[src/xs128_pkg.sv]
// Shared types and constants for the xorshift128 random source.
// Used by the front, queue, back and top level; no dependencies.
`timescale 1ns / 1ps
`default_nettype none

package xs128_pkg;

    // Mode codes on the input port
    localparam logic [2:0] MODE_RESEED = 3'd0;
    localparam logic [2:0] MODE_RAW    = 3'd1;
    localparam logic [2:0] MODE_BOOL   = 3'd2;
    localparam logic [2:0] MODE_BOUND  = 3'd3;
    localparam logic [2:0] MODE_FLOAT  = 3'd4;

    localparam logic [31:0] SEED_MULT = 32'h6C07_8965;
    localparam logic [31:0] ONE_FLOAT = 32'h3F80_0000;

    localparam int SEED_SHIFT  = 30;
    localparam int XS_SHL      = 11;
    localparam int XS_SHR_N    = 8;
    localparam int XS_SHR_LAST = 19;
    localparam int FLOAT_SHIFT = 9;

    localparam int QUEUE_DEPTH = 2;

    typedef enum logic [2:0] {
        OP_SEED,
        OP_RAW,
        OP_BOOL,
        OP_BOUND,
        OP_FLOAT
    } op_t;

    // One classified command word handed from front to back
    typedef struct packed {
        op_t                op;
        logic [31:0]        seed;
        logic signed [31:0] low;
        logic [31:0]        span;       // high - low + 1, low 32 bits
        logic               span_full;  // span is exactly 2^32
        logic               range_err;  // low > high
    } cmd_t;

    typedef enum logic [1:0] {
        B_IDLE,
        B_SEED,
        B_MUL,
        B_DONE
    } back_state_t;

endpackage

`default_nettype wire

[src/xs128_front.sv]
// Front end: takes input words, decodes the mode and forms the range span.
// Depends on xs128_pkg.
`timescale 1ns / 1ps
`default_nettype none

module xs128_front (
    input  wire logic               in_valid,
    output logic                    in_ready,
    input  wire logic [2:0]         mode,
    input  wire logic [31:0]        seed,
    input  wire logic signed [31:0] range_low,
    input  wire logic signed [31:0] range_high,
    input  wire logic               q_full,
    output logic                    q_push,
    output xs128_pkg::cmd_t         q_cmd
);

    logic [32:0] diff;
    logic [32:0] span;

    assign in_ready = !q_full;
    assign q_push   = in_valid && !q_full;

    // Exact 33-bit span so the full signed range gives 2^32
    assign diff = {range_high[31], range_high} - {range_low[31], range_low};
    assign span = diff + 33'd1;

    always_comb
    begin
        q_cmd           = '0;
        q_cmd.seed      = seed;
        q_cmd.low       = range_low;
        q_cmd.span      = span[31:0];
        q_cmd.range_err = diff[32];
        q_cmd.span_full = !diff[32] && span[32];
        unique case (mode)
            xs128_pkg::MODE_RESEED: q_cmd.op = xs128_pkg::OP_SEED;
            xs128_pkg::MODE_BOOL:   q_cmd.op = xs128_pkg::OP_BOOL;
            xs128_pkg::MODE_BOUND:  q_cmd.op = xs128_pkg::OP_BOUND;
            xs128_pkg::MODE_FLOAT:  q_cmd.op = xs128_pkg::OP_FLOAT;
            default:                q_cmd.op = xs128_pkg::OP_RAW;
        endcase
    end

endmodule

`default_nettype wire

[src/xs128_queue.sv]
// Small command queue between the front and back ends.
// Depends on xs128_pkg.
`timescale 1ns / 1ps
`default_nettype none

module xs128_queue #(
    parameter int DEPTH = xs128_pkg::QUEUE_DEPTH
) (
    input  wire logic            clk,
    input  wire logic            rst_n,
    input  wire logic            push,
    input  wire xs128_pkg::cmd_t push_cmd,
    output logic                 full,
    input  wire logic            pop,
    output logic                 empty,
    output xs128_pkg::cmd_t      head
);

    localparam int PTR_W = (DEPTH > 1) ? $clog2(DEPTH) : 1;
    localparam int CNT_W = $clog2(DEPTH + 1);
    localparam logic [PTR_W-1:0] LAST = PTR_W'(DEPTH - 1);

    xs128_pkg::cmd_t  entries_reg [DEPTH];
    logic [PTR_W-1:0] wr_ptr_reg, wr_ptr_next;
    logic [PTR_W-1:0] rd_ptr_reg, rd_ptr_next;
    logic [CNT_W-1:0] count_reg, count_next;

    assign full  = (count_reg == CNT_W'(DEPTH));
    assign empty = (count_reg == '0);
    assign head  = entries_reg[rd_ptr_reg];

    always_comb
    begin
        wr_ptr_next = wr_ptr_reg;
        rd_ptr_next = rd_ptr_reg;
        count_next  = count_reg;
        if (push)
        begin
            wr_ptr_next = (wr_ptr_reg == LAST) ? '0 : wr_ptr_reg + 1'b1;
        end
        if (pop)
        begin
            rd_ptr_next = (rd_ptr_reg == LAST) ? '0 : rd_ptr_reg + 1'b1;
        end
        if (push && !pop)
        begin
            count_next = count_reg + 1'b1;
        end
        else if (pop && !push)
        begin
            count_next = count_reg - 1'b1;
        end
    end

    always_ff @(posedge clk or negedge rst_n)
    begin
        if (!rst_n)
        begin
            wr_ptr_reg <= '0;
            rd_ptr_reg <= '0;
            count_reg  <= '0;
        end
        else
        begin
            wr_ptr_reg <= wr_ptr_next;
            rd_ptr_reg <= rd_ptr_next;
            count_reg  <= count_next;
        end
    end

    always_ff @(posedge clk)
    begin
        if (push)
        begin
            entries_reg[wr_ptr_reg] <= push_cmd;
        end
    end

endmodule

`default_nettype wire

[src/xs128_back.sv]
// Back end: xorshift128 state, reseed multiply chain, range scaling and
// the output register. Depends on xs128_pkg.
`timescale 1ns / 1ps
`default_nettype none

module xs128_back (
    input  wire logic               clk,
    input  wire logic               rst_n,
    input  wire logic               q_empty,
    input  wire xs128_pkg::cmd_t    q_head,
    output logic                    q_pop,
    output logic                    out_valid,
    input  wire logic               out_ready,
    output logic [31:0]             raw_word,
    output logic                    bit_value,
    output logic signed [31:0]      bounded_value,
    output logic [31:0]             float_bits,
    output logic                    range_error
);

    xs128_pkg::back_state_t state_reg, state_next;

    logic [31:0]     words_reg [4];
    logic [31:0]     words_next [4];
    logic [31:0]     prev_reg, prev_next;
    logic [1:0]      seed_cnt_reg, seed_cnt_next;
    logic [31:0]     word_reg, word_next;
    logic [63:0]     prod_reg, prod_next;
    xs128_pkg::cmd_t cmd_reg, cmd_next;

    logic            out_valid_reg, out_valid_next;
    logic [31:0]     raw_reg, raw_next;
    logic            bit_reg, bit_next;
    logic [31:0]     bound_reg, bound_next;
    logic [31:0]     float_reg, float_next;
    logic            err_reg, err_next;

    logic [31:0]     xs_n;
    logic [31:0]     xs_word;
    logic [31:0]     mix;
    logic [31:0]     prod_hi;
    logic            load_out;

    assign out_valid     = out_valid_reg;
    assign raw_word      = raw_reg;
    assign bit_value     = bit_reg;
    assign bounded_value = bound_reg;
    assign float_bits    = float_reg;
    assign range_error   = err_reg;

    // One xorshift128 step
    assign xs_n    = words_reg[0] ^ (words_reg[0] << xs128_pkg::XS_SHL);
    assign xs_word = xs_n ^ (xs_n >> xs128_pkg::XS_SHR_N)
                   ^ words_reg[3] ^ (words_reg[3] >> xs128_pkg::XS_SHR_LAST);

    // One seed mixing step
    assign mix = xs128_pkg::SEED_MULT * (prev_reg ^ (prev_reg >> xs128_pkg::SEED_SHIFT))
               + 32'(seed_cnt_reg) + 32'd1;

    assign prod_hi  = cmd_reg.span_full ? word_reg : prod_reg[63:32];
    assign load_out = (state_reg == xs128_pkg::B_DONE) && (!out_valid_reg || out_ready);

    always_comb
    begin
        state_next    = state_reg;
        words_next    = words_reg;
        prev_next     = prev_reg;
        seed_cnt_next = seed_cnt_reg;
        word_next     = word_reg;
        prod_next     = prod_reg;
        cmd_next      = cmd_reg;
        q_pop         = 1'b0;

        out_valid_next = out_valid_reg && !out_ready;
        raw_next       = raw_reg;
        bit_next       = bit_reg;
        bound_next     = bound_reg;
        float_next     = float_reg;
        err_next       = err_reg;

        unique case (state_reg)
            xs128_pkg::B_IDLE:
            begin
                if (!q_empty)
                begin
                    q_pop    = 1'b1;
                    cmd_next = q_head;
                    if (q_head.op == xs128_pkg::OP_SEED)
                    begin
                        prev_next     = q_head.seed;
                        seed_cnt_next = '0;
                        state_next    = xs128_pkg::B_SEED;
                    end
                    else
                    begin
                        // advance the generator once
                        words_next[0] = words_reg[1];
                        words_next[1] = words_reg[2];
                        words_next[2] = words_reg[3];
                        words_next[3] = xs_word;
                        word_next     = xs_word;
                        if (q_head.op == xs128_pkg::OP_BOUND && !q_head.range_err
                            && !q_head.span_full)
                        begin
                            state_next = xs128_pkg::B_MUL;
                        end
                        else
                        begin
                            state_next = xs128_pkg::B_DONE;
                        end
                    end
                end
            end
            xs128_pkg::B_SEED:
            begin
                words_next[seed_cnt_reg] = mix;
                prev_next                = mix;
                seed_cnt_next            = seed_cnt_reg + 2'd1;
                if (seed_cnt_reg == 2'd3)
                begin
                    state_next = xs128_pkg::B_DONE;
                end
            end
            xs128_pkg::B_MUL:
            begin
                prod_next  = word_reg * cmd_reg.span;
                state_next = xs128_pkg::B_DONE;
            end
            xs128_pkg::B_DONE:
            begin
                if (load_out)
                begin
                    out_valid_next = 1'b1;
                    raw_next       = '0;
                    bit_next       = 1'b0;
                    bound_next     = '0;
                    float_next     = '0;
                    err_next       = 1'b0;
                    unique case (cmd_reg.op)
                        xs128_pkg::OP_SEED:
                        begin
                        end
                        xs128_pkg::OP_RAW:
                        begin
                            raw_next = word_reg;
                        end
                        xs128_pkg::OP_BOOL:
                        begin
                            raw_next = word_reg;
                            bit_next = word_reg[31];
                        end
                        xs128_pkg::OP_BOUND:
                        begin
                            raw_next = word_reg;
                            if (cmd_reg.range_err)
                            begin
                                bound_next = cmd_reg.low;
                                err_next   = 1'b1;
                            end
                            else
                            begin
                                bound_next = cmd_reg.low + prod_hi;
                            end
                        end
                        xs128_pkg::OP_FLOAT:
                        begin
                            raw_next   = word_reg;
                            float_next = xs128_pkg::ONE_FLOAT
                                       | (word_reg >> xs128_pkg::FLOAT_SHIFT);
                        end
                        default:
                        begin
                            raw_next = word_reg;
                        end
                    endcase
                    state_next = xs128_pkg::B_IDLE;
                end
            end
            default:
            begin
                state_next = xs128_pkg::B_IDLE;
            end
        endcase
    end

    always_ff @(posedge clk or negedge rst_n)
    begin
        if (!rst_n)
        begin
            state_reg     <= xs128_pkg::B_IDLE;
            out_valid_reg <= 1'b0;
            seed_cnt_reg  <= '0;
            words_reg     <= '{default: '0};
        end
        else
        begin
            state_reg     <= state_next;
            out_valid_reg <= out_valid_next;
            seed_cnt_reg  <= seed_cnt_next;
            words_reg     <= words_next;
        end
    end

    always_ff @(posedge clk)
    begin
        prev_reg  <= prev_next;
        word_reg  <= word_next;
        prod_reg  <= prod_next;
        cmd_reg   <= cmd_next;
        raw_reg   <= raw_next;
        bit_reg   <= bit_next;
        bound_reg <= bound_next;
        float_reg <= float_next;
        err_reg   <= err_next;
    end

endmodule

`default_nettype wire

[src/xorshift128_random_source_top.sv]
// Top level of the xorshift128 random source.
// Depends on xs128_pkg, xs128_front, xs128_queue and xs128_back.
`timescale 1ns / 1ps
`default_nettype none

// xorshift128 random source. Each input word picks a mode (reseed, raw word,
// boolean, bounded integer, float bits) and produces exactly one result word.
// After reset the state is all zero, which keeps the generator at zero:
// send a reseed first. The front end decodes the mode and forms the exact
// 33-bit range span, then drops the command into a short queue, so input
// words keep being taken while the back end works or a result waits at the
// output, until the queue fills. The back end takes one command at a time:
// raw, boolean and float draws go from idle to done, bounded draws pass a
// multiply state for the 32x32 scaling (a full-width range skips it), and a
// reseed runs its four mixing multiplies one per cycle through a
// single multiplier. Results sit in an output register until taken; a
// bounded request with low above high returns low with range_error set.
module xorshift128_random_source_top #(
    parameter int QUEUE_DEPTH = xs128_pkg::QUEUE_DEPTH
) (
    input  wire logic               clk,
    input  wire logic               rst_n,
    input  wire logic               in_valid,
    output logic                    in_ready,
    input  wire logic [2:0]         mode,
    input  wire logic [31:0]        seed,
    input  wire logic signed [31:0] range_low,
    input  wire logic signed [31:0] range_high,
    output logic                    out_valid,
    input  wire logic               out_ready,
    output logic [31:0]             raw_word,
    output logic                    bit_value,
    output logic signed [31:0]      bounded_value,
    output logic [31:0]             float_bits,
    output logic                    range_error
);

    // Front to queue
    logic            q_push;
    logic            q_full;
    xs128_pkg::cmd_t q_cmd;

    // Queue to back
    logic            q_pop;
    logic            q_empty;
    xs128_pkg::cmd_t q_head;

    // Decode and classify incoming words
    xs128_front u_front (
        .in_valid   (in_valid),
        .in_ready   (in_ready),
        .mode       (mode),
        .seed       (seed),
        .range_low  (range_low),
        .range_high (range_high),
        .q_full     (q_full),
        .q_push     (q_push),
        .q_cmd      (q_cmd)
    );

    // Hold decoded commands until the back end is free
    xs128_queue #(
        .DEPTH (QUEUE_DEPTH)
    ) u_queue (
        .clk      (clk),
        .rst_n    (rst_n),
        .push     (q_push),
        .push_cmd (q_cmd),
        .full     (q_full),
        .pop      (q_pop),
        .empty    (q_empty),
        .head     (q_head)
    );

    // Advance the state, reseed, scale and register the result
    xs128_back u_back (
        .clk           (clk),
        .rst_n         (rst_n),
        .q_empty       (q_empty),
        .q_head        (q_head),
        .q_pop         (q_pop),
        .out_valid     (out_valid),
        .out_ready     (out_ready),
        .raw_word      (raw_word),
        .bit_value     (bit_value),
        .bounded_value (bounded_value),
        .float_bits    (float_bits),
        .range_error   (range_error)
    );

endmodule

`default_nettype wire

[config.mk]
export PLATFORM = sky130hd
export DESIGN_NAME = xorshift128_random_source_top
export DESIGN_NICKNAME = d
export VERILOG_FILES = /design/src/xs128_pkg.sv /design/src/xs128_front.sv /design/src/xs128_queue.sv /design/src/xs128_back.sv /design/src/xorshift128_random_source_top.sv
export SDC_FILE = /design/constraint.sdc
export NUM_CORES = 2
export LEC_CHECK = 0
export BUFFER_PORTS_ARGS = -buffer_cell sky130_fd_sc_hd__buf_2
export CORE_ASPECT_RATIO = 0.5
export CORE_MARGIN = 2
export CORE_UTILIZATION = 40
export DETAILED_ROUTE_END_ITERATION = 7
export GPL_ROUTABILITY_DRIVEN = 0
export PLACE_DENSITY = 0.61
export SYNTH_ARGS = -nofsm -noshare
export SYNTH_HDL_FRONTEND = slang
export SYNTH_SLANG_ARGS = --single-unit
export TNS_END_PERCENT = 100
[constraint.sdc]
create_clock -name clk -period 12.2 [get_ports clk]
set_input_delay 0.61 -clock clk [delete_from_list [all_inputs] [get_ports clk]]
set_output_delay 0.61 -clock clk [all_outputs]
set_load 0.02 [all_outputs]
==> results <==
- For this block, the routed nets add up to 189000 um of wire.
- The sum of overflow across all layers after global routing is 0.
- The routed wirelength normalized by instance count is 21.5 um.
- The accumulated negative setup slack is 0 ns.
- The share of async-settable or async-resettable flops after synthesis is 23.1%.
- The met2 routed wirelength is 92200 um.
- The post-route netlist has 8.51% of its cells at a drive strength greater than 1.
- The sort of element at the start of the critical path is a flip-flop.
- Setup violations remaining at the end of the flow were counted as 0.
- The number of flip-flops under the largest register name is 202.
- Along the worst path, the maximum fanout reaches 18.
- In this run, the number of DRC markers left after iteration 0 of detailed routing was 3299.
- The first-pass iteration count of the detailed router is 5.
- The total CTS buffers is 70.
- The clock transition at the registers of the reported paths is 0.06 ns.
- The mean instance size in the synthesized netlist is 10.4 um2.
- After legalization and detailed placement, the total HPWL measured 138000 um.
- The number of hold violations in the final report is 0.
- The length of routed wiring on met1 is 79700 um.
- Clock skew on the completed layout was measured at 0.0191 ns.
- From left edge to right edge, the die measures 584 um.
- CTS saw 594 sinks.
- Once detail routing completed, the nets flagged for antenna violations numbered 0.
- The required time at the worst-slack endpoint is 12.57 ns.
- STA classifies the critical path endpoint as a flip-flop.
- The signal arrival time at the worst endpoint is 10.07 ns.
- In the finished design, the share of the clock period the worst path needs comes to 79.5%.
- The number of global-route vias before repair is 48900.
- Measured along the y axis, the die boundary spans 294 um.
- The yosys synthesis warning count is 0.
- The type of the worst setup path is reg -> reg.
- The maximum buffer depth of the clock tree is 3.
- The H-tree was split into 3 levels.
- The number of pins with negative max-slew slack in the final report is 0.
- In this run, synthesis produced a sequential element count of 594.
- The worst min-delay path category is in -> reg.
- For this configuration, the core starts out at a cell density of 40.3%.
- The routed layout has 46000 vias.
- Yosys mapped the design onto 81 distinct sky130hd cell types.
- The clock tree from TritonCTS is done.
- The proportion of synthesized chip area in sequential cells is 25.5%.
- Global routing used 22.5% of the available tracks across all layers.
- The most frequent standard cell in the layout excluding fill and tap cells is sky130_fd_sc_hd__inv_1.
- The library cells used most frequently in the layout, excluding fill and tap cells, are sky130_fd_sc_hd__inv_1, sky130_fd_sc_hd__fa_1, sky130_fd_sc_hd__and2_1.
- The count of mapped cells out of synthesis is 6444.
- Routed signal wires occupy layers up through met5.
- Setup repair after global routing left no endpoint under its margin.
- At the pin with the least slew margin, the transition time is 1.11 ns.
- The initialized floorplan defines 106 standard-cell rows.
- The first global-routing pass estimated 294000 um of wire.
- The flow ran to the end, and the final reports show no timing, DRC or antenna violations.
- In the routed layout, each cell is associated on average with a via count of 5.24.
- The count of buffers inserted at the top-level ports is 200.
- The number of placed I/O pins is 203.
- In the final design database the tool counted 8212 nets.
- The max-capacitance violation count is 0.
- The clock period minus worst slack is 9.70 ns.
- The floorplan step defined a core boundary enclosing 0.167 mm2.
- The area growth from synthesis to layout is 8.77%.
- The met3 wire length is 10700 um.
- The synthesized design contains 457 enable-type register cells.
- CTS placed an instance of sky130_fd_sc_hd__clkbuf_16 at the clock tree root.
- The number of antenna violations at the first check in global routing is 10.
- Entering global routing, the biggest net connects 89 pins.
- For this run, the top clock speed supported by timing is 103 MHz.
- The headroom to the max-slew limit is 25.9%.
- The later pin in the worst-skew pair is clocked with a latency of 0.64 ns.
- The most used flip-flop cell after synthesis is sky130_fd_sc_hd__edfxtp_1.
- The mapped netlist covers 0.0673 mm2.
- The post-CTS setup repair buffer count is 0.
- The remaining design rule violation count is 0.
- The floorplan step defined a die boundary enclosing 0.172 mm2.
-- final cells by class --
type | instances | area, um2
fillers | 15900 | 93900
repair buffers | 311 | 1860
multi-input cells | 4351 | 44600
clock inverters | 40 | 498
flip-flops and latches | 594 | 17200
diodes | 5 | 12.5
clock buffers | 84 | 1900
inverters | 1188 | 4460
well taps | 2214 | 2770
-- per-stage QoR --
stage	hold WS, ns	std cells	area (um2)	setup slack [ns]	utilization, %
after floorplan	0.314	6445	67300	4.31	-
after global placement	0.465	8657	70800	2.80	42.4
after detailed placement	0.472	8657	70800	2.68	42.4
after CTS	0.127	8782	73200	2.64	43.8
after global routing	0.143	8782	73200	2.12	43.8
final	0.171	8787	73200	2.50	43.8
-- cells by family (layout without fill, tap and decap cells) --
family	Yosys count	in the layout	synth area share [%]
AOI/OAI and AO/OA	733	733	6.88
adders and majority gates	1593	1593	41.3
buffers and inverters	1500	1623	8.41
and+or+nand+nor	1623	1623	12.3
DFF	594	594	25.5
other	1	7	0.00557
xor gates and xnor gates	260	260	3.38
muxes	140	140	2.27
-- path summary, 6_finish.rpt --
kind	from	to	slack, ns	depth (start not counted)
worst max-delay path	u_back.cmd_reg[11]$_DFFE_PP_	u_back.prod_reg[62]$_DFFE_PN_	2.50	24
worst min-delay path	seed[1]	u_queue.entries_reg[0][67]$_DFFE_PP_	0.17	1
worst max register to register	u_back.cmd_reg[11]$_DFFE_PP_	u_back.prod_reg[62]$_DFFE_PN_	2.50	24
worst min register to register	u_back.words_reg[73]$_DFFE_PN0P_	u_back.words_reg[73]$_DFFE_PN0P_	0.48	2
max in group asynchronous	rst_n	u_back.words_reg[91]$_DFFE_PN0P_	10.22	3
min in group asynchronous	rst_n	u_back.words_reg[100]$_DFFE_PN0P_	0.59	2
-- synth_stat cells, types with 6 or more instances --
| cell type | number | share of area (%) |
|---|---|---|
| sky130_fd_sc_hd__dfrtp_1 | 137 | 5.1 |
| sky130_fd_sc_hd__and2_1 | 644 | 6.0 |
| sky130_fd_sc_hd__mux2i_1 | 36 | 0.54 |
| sky130_fd_sc_hd__nor2b_1 | 54 | 0.50 |
| sky130_fd_sc_hd__o211ai_1 | 18 | 0.20 |
| sky130_fd_sc_hd__xnor2_1 | 195 | 2.5 |
| sky130_fd_sc_hd__a21o_1 | 52 | 0.58 |
| sky130_fd_sc_hd__fa_1 | 1045 | 31 |
| sky130_fd_sc_hd__a22oi_1 | 49 | 0.55 |
| sky130_fd_sc_hd__edfxtp_1 | 457 | 20 |
| sky130_fd_sc_hd__buf_4 | 9 | 0.10 |
| sky130_fd_sc_hd__a211oi_1 | 25 | 0.28 |
| sky130_fd_sc_hd__o21a_1 | 20 | 0.22 |
| sky130_fd_sc_hd__o31ai_1 | 12 | 0.13 |
| sky130_fd_sc_hd__inv_1 | 1187 | 6.6 |
| sky130_fd_sc_hd__a22o_1 | 13 | 0.17 |
| sky130_fd_sc_hd__nor3_1 | 36 | 0.27 |
| sky130_fd_sc_hd__o311ai_0 | 6 | 0.078 |
| sky130_fd_sc_hd__nand3_1 | 52 | 0.39 |
| sky130_fd_sc_hd__clkbuf_1 | 289 | 1.6 |
| sky130_fd_sc_hd__nor4_1 | 7 | 0.065 |
| sky130_fd_sc_hd__o21ai_0 | 190 | 1.4 |
| sky130_fd_sc_hd__nand2_1 | 595 | 3.3 |
| sky130_fd_sc_hd__o22ai_1 | 53 | 0.49 |
| sky130_fd_sc_hd__mux2_2 | 104 | 1.7 |
| sky130_fd_sc_hd__ha_1 | 548 | 10 |
| sky130_fd_sc_hd__o21bai_1 | 31 | 0.35 |
| sky130_fd_sc_hd__nand2b_1 | 29 | 0.27 |
| sky130_fd_sc_hd__a32oi_1 | 8 | 0.10 |
| sky130_fd_sc_hd__a21oi_1 | 181 | 1.3 |
| sky130_fd_sc_hd__and3_1 | 20 | 0.19 |
| sky130_fd_sc_hd__a31oi_1 | 19 | 0.18 |
| sky130_fd_sc_hd__xor2_1 | 65 | 0.85 |
| sky130_fd_sc_hd__a31o_2 | 9 | 0.12 |
| sky130_fd_sc_hd__or3_1 | 11 | 0.10 |
| sky130_fd_sc_hd__buf_1 | 13 | 0.072 |
| sky130_fd_sc_hd__nor2_1 | 132 | 0.74 |
| sky130_fd_sc_hd__nand4_1 | 16 | 0.15 |
-- layer usage --
metal / GRT usage (%) / vias to the layer above
li1: - / 20500
met1: 29.6 / 23800
met2: 38.3 / 1375
met3: 3.07 / 347
met4: 7.58 / 4
met5: 0 / -
-- critical path: stages (launching register included) --
cell and delay, ns:
sky130_fd_sc_hd__edfxtp_1 0.82, sky130_fd_sc_hd__buf_4 0.43, sky130_fd_sc_hd__and2_1 0.21, sky130_fd_sc_hd__fa_1 0.45, sky130_fd_sc_hd__fa_1 0.55, sky130_fd_sc_hd__inv_1 0.06, sky130_fd_sc_hd__fa_1 0.49, sky130_fd_sc_hd__fa_1 0.51
sky130_fd_sc_hd__inv_1 0.06, sky130_fd_sc_hd__fa_1 0.55, sky130_fd_sc_hd__fa_1 0.43, sky130_fd_sc_hd__fa_1 0.52, sky130_fd_sc_hd__fa_1 0.42, sky130_fd_sc_hd__ha_1 0.33, sky130_fd_sc_hd__a21o_1 0.17, sky130_fd_sc_hd__a21o_1 0.19
sky130_fd_sc_hd__a21oi_1 0.15, sky130_fd_sc_hd__o211ai_1 0.15, sky130_fd_sc_hd__nor4b_2 0.81, sky130_fd_sc_hd__o21ai_0 0.37, sky130_fd_sc_hd__o41ai_1 0.65, sky130_fd_sc_hd__o31ai_1 0.24, sky130_fd_sc_hd__o41ai_2 0.54, sky130_fd_sc_hd__o21bai_1 0.14
sky130_fd_sc_hd__xor2_1 0.16
-- timing repair --
action                    4_1_cts  5_1_grt
hold buffers                    1        0
hold endpoints to repair       11        0
resized for setup               0        0
Power is left out: the tool's default activity adds up to more than one toggle a clock period on the data nets, which glitch-free logic cannot reach.
